$ cat config.mk
export PLATFORM = sky130hd
export DESIGN_NAME = cloud_surface_pixel_classifier_flat
export DESIGN_NICKNAME = d
export VERILOG_FILES = /design/src/hw/rtl/cspc_pkg.sv /design/src/hw/rtl/cspc_in_if.sv /design/src/hw/rtl/cspc_out_if.sv /design/src/hw/rtl/cloud_surface_pixel_classifier.sv /design/src/hw/rtl/cspc_index_cmp.sv /design/src/flat_wrapper.sv
export SDC_FILE = /design/constraint.sdc
export NUM_CORES = 2
export LEC_CHECK = 0
export BUFFER_PORTS_ARGS = -buffer_cell sky130_fd_sc_hd__buf_4
export CORE_MARGIN = 2
export CORE_UTILIZATION = 35
export CTS_BUF_LIST = sky130_fd_sc_hd__clkbuf_2 sky130_fd_sc_hd__clkbuf_4 sky130_fd_sc_hd__clkbuf_8
export DETAILED_ROUTE_END_ITERATION = 8
export GPL_TIMING_DRIVEN = 0
export PLACE_DENSITY = 0.53
export SLEW_MARGIN = 40
export SYNTH_ARGS = -nofsm -noshare
export SYNTH_HDL_FRONTEND = slang
export SYNTH_SLANG_ARGS = --single-unit
$ cat constraint.sdc
create_clock -name clk_i -period 13.66 [get_ports clk_i]
set_input_delay 1.366 -clock clk_i [delete_from_list [all_inputs] [get_ports clk_i]]
set_output_delay 1.366 -clock clk_i [all_outputs]
set_load 0.01 [all_outputs]
$ cat src/hw/rtl/cspc_pkg.sv
// Shared types and constants of the cloud and surface pixel classifier.
package cspc_pkg;

  // Default sample width of reflectances and temperatures.
  localparam int unsigned SAMPLE_WIDTH_DEF = 16;

  // Vegetation index thresholds are Q1.14 in a 16-bit field.
  localparam int unsigned IDX_WIDTH   = 16;
  localparam int unsigned INDEX_SHIFT = 14;

  localparam int unsigned CFG_IDX_WIDTH = 3;

  typedef enum logic [CFG_IDX_WIDTH-1:0] {
    REG_WATER_REFL_MAX  = 3'd0,
    REG_WATER_DIFF_MIN  = 3'd1,
    REG_LAND_INDEX_MIN  = 3'd2,
    REG_BRIGHT_REFL_MAX = 3'd3,
    REG_TEMP_DIFF_MIN   = 3'd4,
    REG_ICE_TEMP_MAX    = 3'd5,
    REG_ICE_INDEX_MAX   = 3'd6,
    REG_TEST_MODE       = 3'd7
  } cfg_idx_e;

  typedef enum logic [1:0] {
    SURF_LAND    = 2'd0,
    SURF_SEA     = 2'd1,
    SURF_UNKNOWN = 2'd2,
    SURF_OTHER   = 2'd3
  } surf_e;

  typedef enum logic [2:0] {
    CLS_LAND   = 3'd0,
    CLS_SEA    = 3'd1,
    CLS_INLAND = 3'd2,
    CLS_ICE    = 3'd3,
    CLS_SNOW   = 3'd4,
    CLS_CLOUD  = 3'd5
  } cls_e;

  localparam logic [0:0] MODE_FULL = 1'b0;

  // Outcome of comparing the vegetation index against one threshold.
  typedef struct packed {
    logic gt;
    logic lt;
  } idx_cmp_t;

endpackage

$ cat src/hw/rtl/cspc_in_if.sv
// Pixel input channel: valid, ready and the pixel fields.
interface cspc_in_if #(
  parameter int unsigned SAMPLE_WIDTH = cspc_pkg::SAMPLE_WIDTH_DEF
);
  logic                           valid;
  logic                           ready;
  logic signed [SAMPLE_WIDTH-1:0] refl_vis;
  logic signed [SAMPLE_WIDTH-1:0] refl_nir;
  logic signed [SAMPLE_WIDTH-1:0] temp_mid_ir;
  logic signed [SAMPLE_WIDTH-1:0] temp_thermal;
  logic [1:0]                     surface_code;

  modport source (
    output valid, refl_vis, refl_nir, temp_mid_ir, temp_thermal, surface_code,
    input  ready
  );
  modport sink (
    input  valid, refl_vis, refl_nir, temp_mid_ir, temp_thermal, surface_code,
    output ready
  );
endinterface

$ cat src/hw/rtl/cspc_out_if.sv
// Class result channel: valid, ready and the pixel class.
interface cspc_out_if;
  logic       valid;
  logic       ready;
  logic [2:0] pixel_class;

  modport source (
    output valid, pixel_class,
    input  ready
  );
  modport sink (
    input  valid, pixel_class,
    output ready
  );
endinterface

$ cat src/hw/rtl/cloud_surface_pixel_classifier.sv
// Top level of the cloud and surface pixel classifier.
// Classifies one pixel per clock while the sink is ready: a beat accepted on
// pix_in is captured in an input register, classified by one pass of compare
// logic and the two vegetation index multipliers, and held in a result
// register that drives the class on cls_out. The input side keeps taking
// beats while a result waits, as long as the input register is empty or can
// move on. The user must write the thresholds and test mode through the cfg
// port while no pixel is in flight; this is not enforced. All reset to zero.
module cloud_surface_pixel_classifier #(
  parameter int unsigned SAMPLE_WIDTH = cspc_pkg::SAMPLE_WIDTH_DEF,
  localparam int unsigned CfgWidth = (SAMPLE_WIDTH + 1 > cspc_pkg::IDX_WIDTH) ?
                                     SAMPLE_WIDTH + 1 : cspc_pkg::IDX_WIDTH
) (
  input  logic                               clk_i,
  input  logic                               rst_ni,
  input  logic                               cfg_we_i,
  input  logic [cspc_pkg::CFG_IDX_WIDTH-1:0] cfg_idx_i,
  input  logic [CfgWidth-1:0]                cfg_wdata_i,
  cspc_in_if.sink                            pix_in,
  cspc_out_if.source                         cls_out
);
  import cspc_pkg::*;

  // Configuration registers.
  logic signed [SAMPLE_WIDTH-1:0] water_refl_max_q;
  logic signed [SAMPLE_WIDTH-1:0] water_diff_min_q;
  logic signed [IDX_WIDTH-1:0]    land_index_min_q;
  logic signed [SAMPLE_WIDTH-1:0] bright_refl_max_q;
  logic signed [SAMPLE_WIDTH:0]   temp_diff_min_q;
  logic signed [SAMPLE_WIDTH-1:0] ice_temp_max_q;
  logic signed [IDX_WIDTH-1:0]    ice_index_max_q;
  logic                           test_mode_q;

  always_ff @(posedge clk_i or negedge rst_ni) begin
    if (!rst_ni) begin
      water_refl_max_q  <= '0;
      water_diff_min_q  <= '0;
      land_index_min_q  <= '0;
      bright_refl_max_q <= '0;
      temp_diff_min_q   <= '0;
      ice_temp_max_q    <= '0;
      ice_index_max_q   <= '0;
      test_mode_q       <= 1'b0;
    end else if (cfg_we_i) begin
      unique case (cfg_idx_e'(cfg_idx_i))
        REG_WATER_REFL_MAX:  water_refl_max_q  <= cfg_wdata_i[SAMPLE_WIDTH-1:0];
        REG_WATER_DIFF_MIN:  water_diff_min_q  <= cfg_wdata_i[SAMPLE_WIDTH-1:0];
        REG_LAND_INDEX_MIN:  land_index_min_q  <= cfg_wdata_i[IDX_WIDTH-1:0];
        REG_BRIGHT_REFL_MAX: bright_refl_max_q <= cfg_wdata_i[SAMPLE_WIDTH-1:0];
        REG_TEMP_DIFF_MIN:   temp_diff_min_q   <= cfg_wdata_i[SAMPLE_WIDTH:0];
        REG_ICE_TEMP_MAX:    ice_temp_max_q    <= cfg_wdata_i[SAMPLE_WIDTH-1:0];
        REG_ICE_INDEX_MAX:   ice_index_max_q   <= cfg_wdata_i[IDX_WIDTH-1:0];
        REG_TEST_MODE:       test_mode_q       <= cfg_wdata_i[0];
        default:             test_mode_q       <= test_mode_q;
      endcase
    end
  end

  // Input register stage.
  logic                           s1_valid_q;
  logic                           s1_adv;
  logic signed [SAMPLE_WIDTH-1:0] vis_q;
  logic signed [SAMPLE_WIDTH-1:0] nir_q;
  logic signed [SAMPLE_WIDTH-1:0] t3_q;
  logic signed [SAMPLE_WIDTH-1:0] t4_q;
  logic [1:0]                     code_q;

  // Result register stage.
  logic       s2_valid_q;
  logic [2:0] class_q;
  cls_e       class_d;

  assign s1_adv       = !s2_valid_q || cls_out.ready;
  assign pix_in.ready = !s1_valid_q || s1_adv;

  always_ff @(posedge clk_i or negedge rst_ni) begin
    if (!rst_ni) begin
      s1_valid_q <= 1'b0;
      s2_valid_q <= 1'b0;
    end else begin
      if (pix_in.ready) begin
        s1_valid_q <= pix_in.valid;
      end
      if (s1_adv) begin
        s2_valid_q <= s1_valid_q;
      end
    end
  end

  always_ff @(posedge clk_i) begin
    if (pix_in.ready && pix_in.valid) begin
      vis_q  <= pix_in.refl_vis;
      nir_q  <= pix_in.refl_nir;
      t3_q   <= pix_in.temp_mid_ir;
      t4_q   <= pix_in.temp_thermal;
      code_q <= pix_in.surface_code;
    end
    if (s1_adv && s1_valid_q) begin
      class_q <= class_d;
    end
  end

  // Classification of the registered pixel.
  idx_cmp_t land_cmp;
  idx_cmp_t ice_cmp;

  cspc_index_cmp #(.SAMPLE_WIDTH(SAMPLE_WIDTH)) u_land_cmp (
    .refl_vis_i (vis_q),
    .refl_nir_i (nir_q),
    .thr_i      (land_index_min_q),
    .cmp_o      (land_cmp)
  );

  cspc_index_cmp #(.SAMPLE_WIDTH(SAMPLE_WIDTH)) u_ice_cmp (
    .refl_vis_i (vis_q),
    .refl_nir_i (nir_q),
    .thr_i      (ice_index_max_q),
    .cmp_o      (ice_cmp)
  );

  logic signed [SAMPLE_WIDTH:0] vis_minus_nir;
  logic signed [SAMPLE_WIDTH:0] t3_minus_t4;
  logic                         full_mode;
  logic                         is_water;
  logic                         is_open_land;
  logic                         is_frozen;
  logic                         is_cloud;
  cls_e                         water_cls;

  assign vis_minus_nir = {vis_q[SAMPLE_WIDTH-1], vis_q} - {nir_q[SAMPLE_WIDTH-1], nir_q};
  assign t3_minus_t4   = {t3_q[SAMPLE_WIDTH-1], t3_q} - {t4_q[SAMPLE_WIDTH-1], t4_q};
  assign full_mode     = (test_mode_q == MODE_FULL);

  always_comb begin
    is_water  = (nir_q < water_refl_max_q) &&
                (vis_minus_nir > $signed({water_diff_min_q[SAMPLE_WIDTH-1], water_diff_min_q}));
    water_cls = ((code_q == SURF_SEA) || (code_q == SURF_UNKNOWN)) ? CLS_SEA : CLS_INLAND;
    // The land mask admits land and unknown codes; other surfaces never pass.
    is_open_land = full_mode && !is_water &&
                   ((code_q == SURF_LAND) || (code_q == SURF_UNKNOWN)) &&
                   land_cmp.gt && (vis_q < bright_refl_max_q);
    is_frozen = full_mode && (t4_q < ice_temp_max_q) && ice_cmp.lt;
    is_cloud  = (vis_q > bright_refl_max_q) || (t3_minus_t4 > temp_diff_min_q);

    priority if (is_water) begin
      class_d = is_frozen ? CLS_ICE : water_cls;
    end else if (is_open_land) begin
      class_d = is_frozen ? CLS_SNOW : CLS_LAND;
    end else begin
      class_d = is_cloud ? CLS_CLOUD : CLS_LAND;
    end
  end

  assign cls_out.valid       = s2_valid_q;
  assign cls_out.pixel_class = class_q;
endmodule

$ cat src/hw/rtl/cspc_index_cmp.sv
// Exact compare of the vegetation index (nir-vis)/(nir+vis) against a Q1.14 threshold.
module cspc_index_cmp #(
  parameter int unsigned SAMPLE_WIDTH = cspc_pkg::SAMPLE_WIDTH_DEF
) (
  input  logic signed [SAMPLE_WIDTH-1:0]        refl_vis_i,
  input  logic signed [SAMPLE_WIDTH-1:0]        refl_nir_i,
  input  logic signed [cspc_pkg::IDX_WIDTH-1:0] thr_i,
  output cspc_pkg::idx_cmp_t                    cmp_o
);
  import cspc_pkg::*;

  localparam int unsigned PW = SAMPLE_WIDTH + IDX_WIDTH + 1;

  logic signed [SAMPLE_WIDTH:0] sum;
  logic signed [SAMPLE_WIDTH:0] diff;
  logic signed [PW-1:0]         lhs;
  logic signed [PW-1:0]         rhs;
  logic                         sum_pos;
  logic                         sum_neg;

  assign sum  = {refl_nir_i[SAMPLE_WIDTH-1], refl_nir_i}
              + {refl_vis_i[SAMPLE_WIDTH-1], refl_vis_i};
  assign diff = {refl_nir_i[SAMPLE_WIDTH-1], refl_nir_i}
              - {refl_vis_i[SAMPLE_WIDTH-1], refl_vis_i};

  // Cross-multiplied form: diff * 2^14 against thr * sum, flipped when sum is negative.
  assign lhs = {{(PW-SAMPLE_WIDTH-1){diff[SAMPLE_WIDTH]}}, diff} <<< INDEX_SHIFT;
  assign rhs = thr_i * sum;

  assign sum_neg = sum[SAMPLE_WIDTH];
  assign sum_pos = !sum[SAMPLE_WIDTH] && (sum != '0);

  always_comb begin
    cmp_o.gt = (sum_pos && (lhs > rhs)) || (sum_neg && (lhs < rhs));
    cmp_o.lt = (sum_pos && (lhs < rhs)) || (sum_neg && (lhs > rhs));
  end
endmodule

$ cat src/flat_wrapper.sv
// flat-port wrapper written by rule: the top's interface ports become plain ports
module cloud_surface_pixel_classifier_flat import cspc_pkg::*;
#(
  parameter int unsigned SAMPLE_WIDTH = cspc_pkg::SAMPLE_WIDTH_DEF,
  localparam int unsigned CfgWidth = (SAMPLE_WIDTH + 1 > cspc_pkg::IDX_WIDTH) ?
                                     SAMPLE_WIDTH + 1 : cspc_pkg::IDX_WIDTH
)
  (clk_i, rst_ni, cfg_we_i, cfg_idx_i, cfg_wdata_i, pix_in_valid, pix_in_refl_vis, pix_in_refl_nir, pix_in_temp_mid_ir, pix_in_temp_thermal, pix_in_surface_code, pix_in_ready, cls_out_valid, cls_out_pixel_class, cls_out_ready);
  cspc_in_if #(.SAMPLE_WIDTH(SAMPLE_WIDTH)) pix_in_i ();
  cspc_out_if cls_out_i ();
  input  logic clk_i;
  input  logic rst_ni;
  input  logic cfg_we_i;
  input  logic [cspc_pkg::CFG_IDX_WIDTH-1:0] cfg_idx_i;
  input  logic [CfgWidth-1:0] cfg_wdata_i;
  input wire logic [$bits(pix_in_i.valid)-1:0] pix_in_valid;
  input wire logic [$bits(pix_in_i.refl_vis)-1:0] pix_in_refl_vis;
  input wire logic [$bits(pix_in_i.refl_nir)-1:0] pix_in_refl_nir;
  input wire logic [$bits(pix_in_i.temp_mid_ir)-1:0] pix_in_temp_mid_ir;
  input wire logic [$bits(pix_in_i.temp_thermal)-1:0] pix_in_temp_thermal;
  input wire logic [$bits(pix_in_i.surface_code)-1:0] pix_in_surface_code;
  output wire logic [$bits(pix_in_i.ready)-1:0] pix_in_ready;
  output wire logic [$bits(cls_out_i.valid)-1:0] cls_out_valid;
  output wire logic [$bits(cls_out_i.pixel_class)-1:0] cls_out_pixel_class;
  input wire logic [$bits(cls_out_i.ready)-1:0] cls_out_ready;
  assign pix_in_i.valid = pix_in_valid;
  assign pix_in_i.refl_vis = pix_in_refl_vis;
  assign pix_in_i.refl_nir = pix_in_refl_nir;
  assign pix_in_i.temp_mid_ir = pix_in_temp_mid_ir;
  assign pix_in_i.temp_thermal = pix_in_temp_thermal;
  assign pix_in_i.surface_code = pix_in_surface_code;
  assign pix_in_ready = pix_in_i.ready;
  assign cls_out_valid = cls_out_i.valid;
  assign cls_out_pixel_class = cls_out_i.pixel_class;
  assign cls_out_i.ready = cls_out_ready;
  cloud_surface_pixel_classifier #(.SAMPLE_WIDTH(SAMPLE_WIDTH)) u_core (.clk_i(clk_i), .rst_ni(rst_ni), .cfg_we_i(cfg_we_i), .cfg_idx_i(cfg_idx_i), .cfg_wdata_i(cfg_wdata_i), .pix_in(pix_in_i), .cls_out(cls_out_i));
endmodule
[Word level (Yosys, flattened, before mapping)]
Cells that the tools add are included.
Word-level totals
  input port bits: 91
  output and inout port bits: 5
  word-level logic and storage cells: 84
  flip-flop bits (word level): 185
Operators by class
  bitwise logic cells: 1
  multipliers: 2
  equality and inequality tests: 9
  reductions and logical operators: 36
  order comparisons: 10
  multiplexer cells: 6
  add/subtract/negate cells: 4
Operators by type and width (count)
  $gt A31 B33 Y1: 2
  $lt A31 B33 Y1: 2
  $mul A16 B17 Y33: 2
  $sub A16 B16 Y17: 3
  $lt A16 B16 Y1: 3
  $add A16 B16 Y17: 1
  $gt A17 B16 Y1: 1
  $gt A17 B17 Y1: 1
  $reduce_bool A17 Y1: 1
  $gt A16 B16 Y1: 1
  $reduce_and A2 Y1: 8
  $mux W3: 5
  $logic_and A1 B1 Y1: 14
  $eq A3 B3 Y1 const B: 4
  $logic_or A1 B1 Y1: 7
  $eq A3 B2 Y1 const B: 2
  $logic_not A1 Y1: 4
  $eq A3 B1 Y1 const B: 1
  $logic_not A3 Y1: 1
  $eq A2 B1 Y1 const B: 1
  $eq A2 B2 Y1 const B: 1
  $logic_not A2 Y1: 1
  $mux W2: 1
  $not A1 Y1: 1

[Depth between registers and ports, before layout]
  depth after elaboration: 10
  depth in mapped cells: 47
  mapped depth without buffers: 43

[Hierarchy]
A second synthesis with hierarchy kept.
Unflattened totals
  cells, all modules: 3815
  area total of the unflattened synthesis: 34903.5 um^2
Modules (own cells, without submodules)
  cspc_index_cmp at u_core.u_ice_cmp: instances 1, seq. area each 0.0 um^2, area each 12603.3 um^2, cells an instance 1488
  cspc_index_cmp at u_core.u_land_cmp: instances 1, seq. area each 0.0 um^2, area each 12398.1 um^2, cells an instance 1458
  cloud_surface_pixel_classifier: instances 1, seq. area each 4974.8 um^2, area each 9902.0 um^2, cells an instance 869

[Worst setup path after synthesis]
OpenSTA, ideal clock, no wires.
  path kind: register to register
  from: register u_core.vis_q[0]
  to: register u_core.class_q[2] (netlist: u_core.cls_out.pixel_class[2]), data pin
  period minus slack after synthesis: 9956 ps
  library setup time: 152 ps
  data required time: 13508 ps
  setup slack: 3704 ps
  path buffers: 3
  cell stages (with the launch flop): 41
  arrival: 9804 ps
  cells stage by stage: edfxtp_1 -> ha_1 -> inv_1 -> fa_1 -> nor2_1 -> o311a_1 -> o211ai_1 -> nand3_1 -> a21oi_1 -> or2_2 -> buf_2 -> clkbuf_1 -> and2_1 -> inv_1 -> fa_1 -> fa_1 -> clkbuf_1 -> xor2_1 -> (+5 left out) -> inv_1 -> ha_1 -> a2111oi_0 -> o31ai_1 -> o21ai_0 -> a31oi_1 -> o31a_1 -> mux2i_1 -> and2_1 -> ha_1 -> nand4_1 -> nor2_1 -> a221o_1 -> or2_2 -> nor4b_1 -> a2111o_1 -> or3_1 -> o22ai_1
Between the ends
  word-level cells in the longest chain between the ends: 10
RTL lines
  start: declaration: line cloud_surface_pixel_classifier.sv:62  | logic signed [SAMPLE_WIDTH-1:0] vis_q;
  start signal: assignment: line cloud_surface_pixel_classifier.sv:92  | vis_q <= pix_in.refl_vis;
  parallel branches: the longest is 9 deep, another holds $mul A16 B17 Y33
  $mux W3 *: line cloud_surface_pixel_classifier.sv:145  | priority if (is_water) begin
  end signal: assignment: line cloud_surface_pixel_classifier.sv:99  | class_q <= class_d;
  end: declaration: line cloud_surface_pixel_classifier.sv:70  | logic [2:0] class_q;
Mark *: on every way between the ends.
A chain may end at the register's enable or synchronous reset.

[Worst setup path in the final report]
  from: register u_core.nir_q[1]
  to: register u_core.class_q[0] (netlist: u_core.cls_out.pixel_class[0]), data pin
Between the ends
  word-level cells in the longest chain between the ends: 10
RTL lines
  start: declaration: line cloud_surface_pixel_classifier.sv:63  | logic signed [SAMPLE_WIDTH-1:0] nir_q;
  start signal: assignment: line cloud_surface_pixel_classifier.sv:93  | nir_q <= pix_in.refl_nir;
  parallel branches: the longest is 9 deep, another holds $mul A16 B17 Y33
  $mux W3 *: line cloud_surface_pixel_classifier.sv:145
  net u_core.class_d[0]: line cloud_surface_pixel_classifier.sv:71  | cls_e class_d;
Mark *: on every way through the listed nets, which the timed path passes.

==> results.cfg <==
[global_route]
grt_pass1_wl_um = 160000
grt_pass1_vias = 26546
grt.total_usage = 0.214
grt_max_degree = 69
antenna_found_initial = 5
grt-ovfl-total = 0

[min_path]
hold_depth = 1
min_from = u_core.ice_temp_max_q[6]$_DFFE_PN0P_
min_path_type = reg -> reg
min_to = u_core.ice_temp_max_q[6]$_DFFE_PN0P_

[placed_design]
detailed_place.area_sq_mm = 0.0364
numPortBuffers = 94
gp_congestion = 0.930
post-dp-hpwl_um = 85800

[synth]
synth.net_count = 4693
synth_warnings = 0
syn_area_per_cell_sq_um = 9.16
postSynthCellCount = 3705
synth.area.mux_share = 0.0247
synth_top_area_share = 0.318
ys_seq_area_frac = 0.147
yosysMostFrequentCell = inv_1
synthFlopType = dfrtp_1
synthSimpleGateAreaFrac = 0.148
synth_top_family_by_area = adder cells
syn_area_sq_mm = 0.0339
synth_compound_area_frac = 0.0905
synthAdderAreaFrac = 0.452
synth.top_cells.by_count = 817 x inv_1, 539 x fa_1, 358 x ha_1, 342 x nand2_1, 224 x and2_1
synth_area_leaders = fa_1 32%, ha_1 13%, inv_1 9.0%
synth_async_sr_flop_share = 0.627
synthXorXnorAreaFrac = 0.0320
yosysUniqueCellTypes = 78
yosys_register_bits = 185
synth_edf_count = 69
synth_area_leader_cell = fa_1

[setup_path]
crit_slowest_cell = clkbuf_1
crit_required_ps = 13920
timing.rr.end = u_core.cls_out.pixel_class[0]$_DFFE_PP_
critPathBufInv = 8
worstSetupEndpointType = flop
cp_data_arrival_time_ps = 13080
max_stage_delay_ps = 680
crit_type = reg -> reg
reg2reg_setup_slack_ps = 840
worstPathMaxFanout = 10
cp_top_family = compound AO/OA/AOI/OAI gates
cpMostUsedCell = fa_1
worstReg2RegStart = u_core.nir_q[1]$_DFFE_PP_
setup.worst_path.start_class = flop
startpoint = u_core.nir_q[1]$_DFFE_PP_
rr_worst_depth = 39

[final_layout]
layout-drive-gt1-share = 0.0673
top_register = u_core.temp_diff_min_q
utilization = 0.382
fin_area_sq_mm = 0.0369
largest_reg_flops = 17
nets = 4811
area_delta_synth_final_pct = 8.64
num-fill-cells = 9909

[floorplanning]
die_h_um = 315
ios = 96
die_area_sq_mm = 0.0994
start_util = 0.352
dieWidth_um = 315
core-area_sq_mm = 0.0964
rows = 114

[clocking]
clk_latency_ps = 530
htree_num_levels = 4
path_clk_slew_ps = 130
cts_tree = built
cts_buffers = 17
cts-resized-gates = 0
cts_setup_buffers = 0
postCtsHoldBufs = 0
cts-root-buf = clkbuf_8
clk_path_buf_depth = 2
cts.sinks = 185

[route]
ant_nets = 0
wl_um = 103000
drc_errors = 0
wl_per_cell_um = 20.1
viasPerCell = 4.96
drt-pass1-iter-count = 5
vias = 25374
drt_iter0_markers = 1555

[timing]
setup_tns_ps = 0
rsz0062_at_grt = no
slew_violations = 0
finalCriticalPeriod_ps = 12820
period_share = 0.939
finalSetupViolCount = 0
timing.fmax_mhz = 78.0
hold_violations = 0
skew_ps = 13.9
slew_headroom = 0.365
tightestPinTransition_ps = 952

[run_status]
status = complete, no violations

[flow_run]
drv_cap = 0
==> placed cells by master, fill, tap and decap left out, drive strengths merged, types with 19 or more instances in the layout <==
| cell | netlist | layout |
|---|---|---|
| dfrtp | 116 | 116 |
| o21bai | 19 | 19 |
| a21oi | 115 | 115 |
| xnor2 | 88 | 88 |
| ha | 358 | 358 |
| edfxtp | 69 | 69 |
| buf | 10 | 108 |
| mux2 | 69 | 69 |
| nand2b | 41 | 41 |
| o21ai | 129 | 129 |
| a21o | 43 | 43 |
| nor2 | 111 | 111 |
| nand3 | 31 | 31 |
| nand2 | 342 | 342 |
| a211oi | 22 | 22 |
| fa | 539 | 539 |
| o21a | 21 | 21 |
| nor2b | 59 | 59 |
| clkbuf | 126 | 144 |
| xor2 | 36 | 36 |
| nor3 | 52 | 52 |
| inv | 818 | 829 |
| and2 | 224 | 224 |
| and3 | 21 | 21 |
| nand4 | 28 | 28 |
==> final cells by class <==
| class | count | area, sq um | area share |
|---|---|---|---|
| clock inverters | 15 | 219 | 0.00594 |
| clock buffers | 17 | 234 | 0.00635 |
| inverters | 818 | 3070 | 0.0833 |
| well taps | 1276 | 1600 | 0.0433 |
| diodes | 1 | 2.50 | 0.0000679 |
| flip-flops and latches | 185 | 4970 | 0.135 |
| repair buffers | 99 | 787 | 0.0214 |
| multi-input cells | 2566 | 25400 | 0.690 |
| plain buffers | 136 | 536 | 0.0145 |
==> per-layer routing <==
metal	vias up	track usage	share of wire
li1	11888	-	-
met1	12712	0.298	0.45
met2	662	0.349	0.46
met3	112	0.0257	0.052
met4	0	0.0614	0.032
met5	-	0	0
==> cell families after synthesis <==
kind of cell               after synthesis
AOI/OAI and AO/OA                      476
xor gates and xnor gates               124
adders and majority gates              903
buffers and inverters                  954
DFF                                    185
muxes                                   75
and+or+nand+nor                        988
==> worst max path at each step <==
stage / slack [ps] / cells past startpoint / endpoint
finish: 840 / 39 / u_core.cls_out.pixel_class[0]$_DFFE_PP_
floorplan: 3700 / 40 / u_core.cls_out.pixel_class[2]$_SDFFCE_PP0P_
detailed placement: 550 / 39 / u_core.cls_out.pixel_class[0]$_DFFE_PP_
global placement: 520 / 37 / u_core.cls_out.pixel_class[0]$_DFFE_PP_
global route: 20 / 39 / u_core.cls_out.pixel_class[0]$_DFFE_PP_
CTS: 480 / 39 / u_core.cls_out.pixel_class[0]$_DFFE_PP_
==> through the flow <==
stage	setup WS (ps)	std cells	hold WS [ps]
after CTS	484	5111	509
after floorplan	3700	3705	449
after global placement	522	5075	464
after global routing	22.6	5112	529
final	838	5113	516
after detailed placement	552	5079	470
Power is not shown: default switching activity piles up to over one toggle a cycle in this logic, so the estimate is an artifact.
